==> src/rtl/rdb_pkg.sv <==
// Shared types and constants for the replay dependency buffer.
`timescale 1ns / 1ps

package rdb_pkg;

  // Field widths of one request.
  localparam int ID_W   = 12;
  localparam int OPC_W  = 3;
  localparam int IDX_W  = 4;
  localparam int DUSE_W = 2;
  localparam int SUSE_W = 4;

  // Number of keys compared against the buffer during one scan.
  localparam int KEYS = 4;

  // Operand counts examined; only two destinations and three sources exist as fields.
  localparam int NUM_DESTS   = 2;
  localparam int NUM_SOURCES = 3;

  // Usable-operand masks that follow from the operand counts.
  localparam logic [DUSE_W-1:0] DST_MASK = DUSE_W'((1 << NUM_DESTS) - 1);
  localparam logic [SUSE_W-1:0] SRC_MASK = SUSE_W'((((1 << NUM_SOURCES) - 1) << 1) | 1);

  // Operation codes.
  localparam logic [OPC_W-1:0] OP_ADD   = 3'd0;
  localparam logic [OPC_W-1:0] OP_CHECK = 3'd1;
  localparam logic [OPC_W-1:0] OP_CLEAR = 3'd2;
  localparam logic [OPC_W-1:0] OP_QUERY = 3'd3;
  localparam logic [OPC_W-1:0] OP_FLUSH = 3'd4;

  // Commands from the controller to the datapath.
  typedef struct packed {
    logic load;
    logic scan_rd;
    logic commit0;
    logic commit1;
    logic finish;
  } rdb_cmd_t;

  // Status from the datapath to the controller.
  typedef struct packed {
    logic needs_scan;
    logic scan_last;
    logic is_add;
  } rdb_status_t;

endpackage

==> src/rtl/replay_dependency_buffer_top.sv <==
// Top level of the replay dependency buffer.
`timescale 1ns / 1ps

// A request is taken when start is high and busy is low; its result appears on
// the result ports for exactly one cycle with done high, and must be taken then.
// Add and check walk the id store one entry per cycle through its single read
// port; check then passes a last-compare state and the finishing state, and
// add also writes up to two ids through the single write port in two commit
// states before finishing. An add while the
// overflow flag is set, an add or check of an invalid instruction, and clear,
// query, flush and unused codes go straight to the finishing state. A new
// request is taken once done shows. After reset the buffer is empty at once.
module replay_dependency_buffer_top
  import rdb_pkg::*;
#(
  parameter int ENTRIES = 16
) (
  input  logic              clk,
  input  logic              rst,
  input  logic              start,
  output logic              busy,
  input  logic [OPC_W-1:0]  opcode,
  input  logic              instr_valid,
  input  logic [ID_W-1:0]   dst0_id,
  input  logic [ID_W-1:0]   dst1_id,
  input  logic [DUSE_W-1:0] dst_use,
  input  logic [ID_W-1:0]   pred_id,
  input  logic [ID_W-1:0]   src0_id,
  input  logic [ID_W-1:0]   src1_id,
  input  logic [ID_W-1:0]   src2_id,
  input  logic [SUSE_W-1:0] src_use,
  input  logic [IDX_W-1:0]  entry_index,
  output logic              done,
  output logic              dependent,
  output logic              entry_valid,
  output logic              buffer_empty,
  output logic              overflowed
);

  rdb_cmd_t    cmd;
  rdb_status_t status;

  // Sequencer.
  rdb_ctrl u_ctrl (
    .clk    (clk),
    .rst    (rst),
    .start  (start),
    .busy   (busy),
    .cmd    (cmd),
    .status (status)
  );

  // Storage and compare datapath.
  rdb_datapath #(
    .ENTRIES (ENTRIES)
  ) u_dp (
    .clk          (clk),
    .rst          (rst),
    .opcode       (opcode),
    .instr_valid  (instr_valid),
    .dst0_id      (dst0_id),
    .dst1_id      (dst1_id),
    .dst_use      (dst_use),
    .pred_id      (pred_id),
    .src0_id      (src0_id),
    .src1_id      (src1_id),
    .src2_id      (src2_id),
    .src_use      (src_use),
    .entry_index  (entry_index),
    .cmd          (cmd),
    .status       (status),
    .done         (done),
    .dependent    (dependent),
    .entry_valid  (entry_valid),
    .buffer_empty (buffer_empty),
    .overflowed   (overflowed)
  );

endmodule

==> src/rtl/rdb_ram.sv <==
// Generic single-write, single-read RAM with registered read data.
`timescale 1ns / 1ps

module rdb_ram #(
  parameter int WIDTH = 12,
  parameter int DEPTH = 16,
  localparam int AW = (DEPTH > 1) ? $clog2(DEPTH) : 1
) (
  input  logic             clk,
  input  logic             we,
  input  logic [AW-1:0]    waddr,
  input  logic [WIDTH-1:0] wdata,
  input  logic             re,
  input  logic [AW-1:0]    raddr,
  output logic [WIDTH-1:0] rdata
);

  logic [WIDTH-1:0] mem [DEPTH];

  // Write port.
  always_ff @(posedge clk) begin
    if (we) begin
      mem[waddr] <= wdata;
    end
  end

  // Registered read port.
  always_ff @(posedge clk) begin
    if (re) begin
      rdata <= mem[raddr];
    end
  end

endmodule

==> src/rtl/rdb_ctrl.sv <==
// Controller state machine that sequences scan, insert and finish steps.
`timescale 1ns / 1ps

module rdb_ctrl
  import rdb_pkg::*;
(
  input  logic        clk,
  input  logic        rst,
  input  logic        start,
  output logic        busy,
  output rdb_cmd_t    cmd,
  input  rdb_status_t status
);

  localparam logic [2:0] S_IDLE    = 3'd0;
  localparam logic [2:0] S_SCAN    = 3'd1;
  localparam logic [2:0] S_LAST    = 3'd2;
  localparam logic [2:0] S_COMMIT0 = 3'd3;
  localparam logic [2:0] S_COMMIT1 = 3'd4;
  localparam logic [2:0] S_FINISH  = 3'd5;

  logic [2:0] state;
  logic [2:0] state_next;

  // State register.
  always_ff @(posedge clk) begin
    if (rst) begin
      state <= S_IDLE;
    end else begin
      state <= state_next;
    end
  end

  // Next state and command decode.
  always_comb begin
    state_next = state;
    cmd        = '0;
    unique case (state)
      S_IDLE: begin
        if (start) begin
          cmd.load   = 1'b1;
          state_next = status.needs_scan ? S_SCAN : S_FINISH;
        end
      end
      S_SCAN: begin
        cmd.scan_rd = 1'b1;
        if (status.scan_last) begin
          state_next = S_LAST;
        end
      end
      S_LAST: begin
        state_next = status.is_add ? S_COMMIT0 : S_FINISH;
      end
      S_COMMIT0: begin
        cmd.commit0 = 1'b1;
        state_next  = S_COMMIT1;
      end
      S_COMMIT1: begin
        cmd.commit1 = 1'b1;
        state_next  = S_FINISH;
      end
      S_FINISH: begin
        cmd.finish = 1'b1;
        state_next = S_IDLE;
      end
      default: begin
        state_next = S_IDLE;
      end
    endcase
  end

  assign busy = (state != S_IDLE);

endmodule

==> src/rtl/rdb_datapath.sv <==
// Datapath: request registers, id store scan, valid bits, flags and result registers.
`timescale 1ns / 1ps

module rdb_datapath
  import rdb_pkg::*;
#(
  parameter int ENTRIES = 16
) (
  input  logic              clk,
  input  logic              rst,
  input  logic [OPC_W-1:0]  opcode,
  input  logic              instr_valid,
  input  logic [ID_W-1:0]   dst0_id,
  input  logic [ID_W-1:0]   dst1_id,
  input  logic [DUSE_W-1:0] dst_use,
  input  logic [ID_W-1:0]   pred_id,
  input  logic [ID_W-1:0]   src0_id,
  input  logic [ID_W-1:0]   src1_id,
  input  logic [ID_W-1:0]   src2_id,
  input  logic [SUSE_W-1:0] src_use,
  input  logic [IDX_W-1:0]  entry_index,
  input  rdb_cmd_t          cmd,
  output rdb_status_t       status,
  output logic              done,
  output logic              dependent,
  output logic              entry_valid,
  output logic              buffer_empty,
  output logic              overflowed
);

  localparam int AW = (ENTRIES > 1) ? $clog2(ENTRIES) : 1;
  localparam int CW = $clog2(ENTRIES + 1);

  // Captured request.
  logic [OPC_W-1:0]          op_q;
  logic [KEYS-1:0][ID_W-1:0] key_q;
  logic [KEYS-1:0]           use_q;
  logic [IDX_W-1:0]          idx_q;

  // Scan state.
  logic [AW-1:0]   scan_addr;
  logic            cmp_vld;
  logic [AW-1:0]   cmp_addr;
  logic [ID_W-1:0] rd_data;
  logic [KEYS-1:0] hit;
  logic [AW-1:0]   free1;
  logic [AW-1:0]   free2;
  logic            has_free1;
  logic            has_free2;
  logic            ins0_q;

  // Buffer state.
  logic [ENTRIES-1:0] valid;
  logic [ENTRIES-1:0] valid_next;
  logic [CW-1:0]      count;
  logic [CW-1:0]      count_next;
  logic               ovf;
  logic               ovf_next;

  // Insert decisions.
  logic          w0, ins0, ovf0;
  logic          dup1, w1, slot_ok, ins1, ovf1;
  logic [AW-1:0] slot1;
  logic [AW-1:0] idx_a;
  logic          in_range;
  logic          ram_we;
  logic [AW-1:0] ram_waddr;
  logic [ID_W-1:0] ram_wdata;

  // Status toward the controller.
  always_comb begin
    status.needs_scan = instr_valid &&
                        (((opcode == OP_ADD) && !ovf) || (opcode == OP_CHECK));
    status.scan_last  = (scan_addr == AW'(ENTRIES - 1));
    status.is_add     = (op_q == OP_ADD);
  end

  // Request capture; keys and usable bits depend on the operation.
  always_ff @(posedge clk) begin
    if (cmd.load) begin
      op_q  <= opcode;
      idx_q <= entry_index;
      if (opcode == OP_ADD) begin
        key_q <= {src2_id, src1_id, dst1_id, dst0_id};
        use_q <= {2'b00, dst_use & DST_MASK};
      end else begin
        key_q <= {src2_id, src1_id, src0_id, pred_id};
        use_q <= src_use & SRC_MASK;
      end
    end
  end

  // Scan address counter and read-data qualifier.
  always_ff @(posedge clk) begin
    if (rst) begin
      cmp_vld <= 1'b0;
    end else begin
      cmp_vld <= cmd.scan_rd;
    end
  end

  always_ff @(posedge clk) begin
    if (cmd.load) begin
      scan_addr <= '0;
    end else if (cmd.scan_rd) begin
      scan_addr <= scan_addr + AW'(1);
    end
    if (cmd.scan_rd) begin
      cmp_addr <= scan_addr;
    end
  end

  // Compare each stored id against all keys and note the first two free slots.
  always_ff @(posedge clk) begin
    if (cmd.load) begin
      hit       <= '0;
      has_free1 <= 1'b0;
      has_free2 <= 1'b0;
    end else if (cmp_vld) begin
      if (valid[cmp_addr]) begin
        for (int k = 0; k < KEYS; k++) begin
          if (rd_data == key_q[k]) begin
            hit[k] <= 1'b1;
          end
        end
      end else if (!has_free1) begin
        free1     <= cmp_addr;
        has_free1 <= 1'b1;
      end else if (!has_free2) begin
        free2     <= cmp_addr;
        has_free2 <= 1'b1;
      end
    end
  end

  // First destination: skipped when present, else takes the first free slot or, with none free, sets overflow.
  assign w0   = use_q[0] && !ovf && !hit[0];
  assign ins0 = w0 && has_free1;
  assign ovf0 = w0 && !has_free1;

  always_ff @(posedge clk) begin
    if (cmd.commit0) begin
      ins0_q <= ins0;
    end
  end

  // Second destination: also a duplicate of a just-inserted first destination.
  assign dup1    = hit[1] || (ins0_q && (key_q[1] == key_q[0]));
  assign w1      = use_q[1] && !ovf && !dup1;
  assign slot_ok = ins0_q ? has_free2 : has_free1;
  assign slot1   = ins0_q ? free2 : free1;
  assign ins1    = w1 && slot_ok;
  assign ovf1    = w1 && !slot_ok;

  // Id store.
  assign ram_we    = (cmd.commit0 && ins0) || (cmd.commit1 && ins1);
  assign ram_waddr = cmd.commit0 ? free1 : slot1;
  assign ram_wdata = cmd.commit0 ? key_q[0] : key_q[1];

  rdb_ram #(
    .WIDTH (ID_W),
    .DEPTH (ENTRIES)
  ) u_ids (
    .clk   (clk),
    .we    (ram_we),
    .waddr (ram_waddr),
    .wdata (ram_wdata),
    .re    (cmd.scan_rd),
    .raddr (scan_addr),
    .rdata (rd_data)
  );

  assign idx_a    = AW'(idx_q);
  assign in_range = (int'(idx_q) < ENTRIES);

  // Next valid bits, entry count and overflow flag.
  always_comb begin
    valid_next = valid;
    count_next = count;
    ovf_next   = ovf;
    if (cmd.commit0) begin
      if (ins0) begin
        valid_next[free1] = 1'b1;
        count_next        = count + CW'(1);
      end
      if (ovf0) begin
        ovf_next = 1'b1;
      end
    end
    if (cmd.commit1) begin
      if (ins1) begin
        valid_next[slot1] = 1'b1;
        count_next        = count + CW'(1);
      end
      if (ovf1) begin
        ovf_next = 1'b1;
      end
    end
    if (cmd.finish) begin
      case (op_q)
        OP_CLEAR: begin
          if (in_range && valid[idx_a]) begin
            valid_next[idx_a] = 1'b0;
            count_next        = count - CW'(1);
          end
        end
        OP_FLUSH: begin
          valid_next = '0;
          count_next = '0;
          ovf_next   = 1'b0;
        end
        default: begin
        end
      endcase
    end
  end

  always_ff @(posedge clk) begin
    if (rst) begin
      valid <= '0;
      count <= '0;
      ovf   <= 1'b0;
    end else begin
      valid <= valid_next;
      count <= count_next;
      ovf   <= ovf_next;
    end
  end

  // Result registers, loaded in the finishing cycle.
  always_ff @(posedge clk) begin
    if (rst) begin
      done <= 1'b0;
    end else begin
      done <= cmd.finish;
    end
  end

  always_ff @(posedge clk) begin
    if (cmd.finish) begin
      dependent    <= (op_q == OP_CHECK) && |(use_q & hit);
      entry_valid  <= (op_q == OP_QUERY) && in_range && valid[idx_a];
      buffer_empty <= (count_next == '0);
      overflowed   <= ovf_next;
    end
  end

endmodule

==> config.mk <==
export PLATFORM = sky130hd
export DESIGN_NAME = replay_dependency_buffer_top
export DESIGN_NICKNAME = d
export VERILOG_FILES = /design/src/rtl/rdb_pkg.sv /design/src/rtl/replay_dependency_buffer_top.sv /design/src/rtl/rdb_ram.sv /design/src/rtl/rdb_ctrl.sv /design/src/rtl/rdb_datapath.sv
export SDC_FILE = /design/constraint.sdc
export NUM_CORES = 1
export LEC_CHECK = 0
export BUFFER_PORTS_ARGS = -buffer_cell sky130_fd_sc_hd__buf_4
export CORE_ASPECT_RATIO = 1.1
export CORE_UTILIZATION = 55
export CTS_CLUSTER_DIAMETER = 100
export DETAILED_ROUTE_END_ITERATION = 6
export GPL_TIMING_DRIVEN = 0
export MAX_ROUTING_LAYER = met4
export PLACE_DENSITY = 0.74
export SYNTH_ARGS = -nofsm -noshare
export SYNTH_HDL_FRONTEND = slang
export SYNTH_SLANG_ARGS = --single-unit
==> constraint.sdc <==
create_clock -name clk -period 3.6 [get_ports clk]
set_input_delay 0.36 -clock clk [delete_from_list [all_inputs] [get_ports clk]]
set_output_delay 0.36 -clock clk [all_outputs]
set_load 0.03 [all_outputs]
==> flow_summary.ini <==
[status]
status = finished clean

[sta]
rsz0062_at_grt = yes
hold_viol = 0
slew_headroom = 0.160
worst_pin_slew_ns = 1.25
setup_viol = 0
layout_min_cycle_time_ns = 3.51
final_max_slew_viol_count = 0
clock_skew_ns = 0.0102
period_share = 0.975
max_freq_ghz = 0.285

[run]
drv_cap = 0

[pwr]
finalPower_w = 0.00888
power.share.clock = 0.348
combPwrFrac = 0.165
p_int_w = 0.00664
switchingPower_w = 0.00225
p_per_area_nw_per_um2 = 557
static-leakage-power_nw = 5.32
switching_share = 0.253
p_seq_frac = 0.487
vdd_drop_max_uv = 459

[logic_synthesis]
synthSimpleGateAreaFrac = 0.0798
async_reset_ff_frac = 0
synth_area_leaders = edfxtp_1 62%, mux4_2 11%, dfxtp_1 5.5%
synth_top_family_by_area = multiplexers
synth_edf_count = 280
syn_area_per_cell_um2 = 16.1
synth_cells = 841
syn_nets = 933
seq_area_frac_synth = 0.676
synth_compound_area_frac = 0.0483
synth_flop_cell = edfxtp_1
yosys_warnings = 0
synth_fa_ha_area_frac = 0.00277
synth_cell_types = 57
synth_top_area_cell = edfxtp_1
ys_seq_elements = 317
synth_top_area_share = 0.621
synth-xor-area-share = 0.0421
synthMuxAreaShare = 0.138
synth_area_um2 = 13500

[placement]
dpl.cell_count = 1240
dp_hpwl_um = 21100
placed_area_um2 = 14600
place.gp.congestion = 0.875
port_buffers = 93

[finish]
nets = 1091
fin_cells = 1328
fillerInstances = 1637
syn2layout_area_growth_pct = 17.8
final_area_um2 = 15900
multi_input_area_um2 = 4210
layout-drive-gt1-share = 0.250
diodes = 0
regArea_um2 = 9150
utilization = 0.666

[floorplanning]
die_w_um = 152
die_area_um2 = 25200
ioPinCount = 95
die_h_um = 166
fp.coreArea_um2 = 23900
start_util = 0.566
fp-row-count = 59

[grt]
grt_pass1_vias = 8070
grt-ovfl-total = 0
antenna_found_initial = 0
track_usage = 0.259
grt_pass1_wl_um = 46500
grt_start_max_net_pins = 47

[route]
drtAntennaViolNets = 0
wl_per_cell_um = 23.3
dr.pass1.iters = 7
vias_per_cell = 6.08
initialDrtViolationCount = 700
drc = 0
drt_wl_total_um = 31000
vias = 8076

[clock_network]
cts_setup_buffers = 0
cts_tree = yes
cts_buffers = 31
clk_latency_ns = 0.57
clockBufferDepth = 3
numClockSinks = 317
clk_pin_slew_ns = 0.06
htreeDepth = 1
root_buffer = clkbuf_16

[critical_path]
worstPathRequired_ns = 3.78
crit_type = register to register
path_max_fanout = 12
cp-start-kind = register
critPathArrivalTime_ns = 3.69
worstSetupEndpointType = register

[worst_hold_path]
hp-class = input pin to register
-- cells in the mapped netlist, types with 2 or more instances --
library cell,instances
mux4_2,66
mux2i_1,7
nor2b_1,14
nor4b_1,2
or3_1,3
nand3_1,10
and4_1,2
a21oi_1,24
xnor2_1,4
nand3b_1,4
nor4_1,14
or4_1,2
buf_4,2
a31oi_1,2
dfxtp_1,37
and2_1,3
nand4_1,5
o22ai_1,4
nand2_1,65
mux2_2,27
buf_1,6
a41oi_1,5
clkbuf_1,22
a221oi_1,17
ha_1,3
o21ai_0,18
buf_2,6
o31ai_1,2
xor2_1,61
nor3b_1,8
nor3_1,19
nor2_1,51
nand2b_1,6
inv_1,6
a211oi_1,10
a21o_1,3
edfxtp_1,280
a211o_1,2
-- timing repair --
action	in CTS	in global routing
endpoints found under the hold margin	31	0
hold buffers	31	0
setup endpoints to repair	0	86
gates resized for setup	0	3
-- worst max-delay path: stages (launching register included) --
cell and delay [ns]:
dfxtp_1 0.45, and2b_1 0.25, nand2_4 0.11, inv_2 0.13, nand2_1 0.21, o21ai_0 0.20
and2_1 0.22, buf_4 0.20, o21ai_0 0.36, nor2_1 0.99
-- state kept, by name, summed over array words and instances, names as in the netlist, 3 cells and up --
signal and flops:
u_ctrl.state 3, u_dp.cmp_addr 4, u_dp.count 5, u_dp.free1 4, u_dp.free2 4, u_dp.hit 4, u_dp.idx_a 4, u_dp.key_q 48
u_dp.op_q 3, u_dp.scan_addr 4, u_dp.u_ids.mem 192, u_dp.u_ids.rdata 12, u_dp.use_q 4, u_dp.valid 16
-- final cells by class --
type	instances	area share
multi-input combinational	480	0.264
sequential	317	0.574
clock inverter	24	0.0127
buffer	36	0.00942
inverter	8	0.00196
clock buffer	33	0.0491
tap	305	0.0239
timing repair buffer	125	0.0645
-- cells in the final DEF (no fill, tap or decap), types with 7 or more instances in the layout --
cell           synthesis  layout
nor4_1                14      14
nand2_1               65      65
clkbuf_16              0      31
xor2_1                61      61
nor3_1                19      18
mux4_2                66      66
clkinvlp_4             0      10
clkbuf_1              22      24
nor2_1                51      48
mux2_2                27      27
a221oi_1              17      17
nor2b_1               14      14
dlygate4sd3_1          0      31
mux2i_1                7       7
nor3b_1                8       8
edfxtp_1             280     280
nand3_1               10      10
a211oi_1              10      10
dfxtp_1               37      37
o21ai_0               18      18
a21oi_1               24      24
buf_4                  2      95
-- final timing paths --
check             slack [ns]                   end               from  depth (start not counted)
setup / recovery        0.09  u_dp.u_ids.mem[5][1]    u_ctrl.state[0]                          9
hold / removal           0.1         u_dp.key_q[1]         dst0_id[1]                          2
setup reg to reg        0.09  u_dp.u_ids.mem[5][1]    u_ctrl.state[0]                          9
hold reg to reg         0.44      u_dp.cmp_addr[2]  u_dp.scan_addr[2]                          0
-- layer usage --
| layer | part of all wire | up-vias | wire, µm | GRT usage |
|---|---|---|---|---|
| met5 | 0 | - | 0 | - |
| met4 | 0.020 | 0 | 634 | 0.0654 |
| met3 | 0.065 | 51 | 2020 | 0.0329 |
| met2 | 0.50 | 337 | 15600 | 0.422 |
| met1 | 0.41 | 4051 | 12700 | 0.346 |
| li1 | - | 3637 | - | - |
-- power groups by stage --
| stage | combinational [W] | clock [W] | sequential (W) |
|---|---|---|---|
| 3_3_place_gp | 0.00139 | 0 | 0.00440 |
| 5_1_grt | 0.00157 | 0.00326 | 0.00434 |
| 2_1_floorplan | 0.00100 | 0 | 0.00435 |
| 3_5_place_dp | 0.00143 | 0 | 0.00440 |
| 6_report | 0.00146 | 0.00309 | 0.00433 |
| 4_1_cts | 0.00148 | 0.00313 | 0.00432 |
-- cell families after synthesis --
family / after synthesis
AO/OA/AOI/OAI: 96
adder cells (fa/ha/maj): 3
AND/OR/NAND/NOR: 216
multiplexers: 100
flip-flops: 317
buffers and inverters: 44
XOR/XNOR: 65
-- metrics by stage --
step	setup TNS, ns	hold slack (ns)	worst slack [ns]
after CTS	0	0.0753	0.0878
after global placement	-8.93	0.411	-0.155
after global routing	-4.70	0.0688	-0.117
after detailed placement	0	0.421	0.103
final	0	0.0964	0.0889
after floorplan	0	0.406	0.861
(Power assumes the default switching activity.)
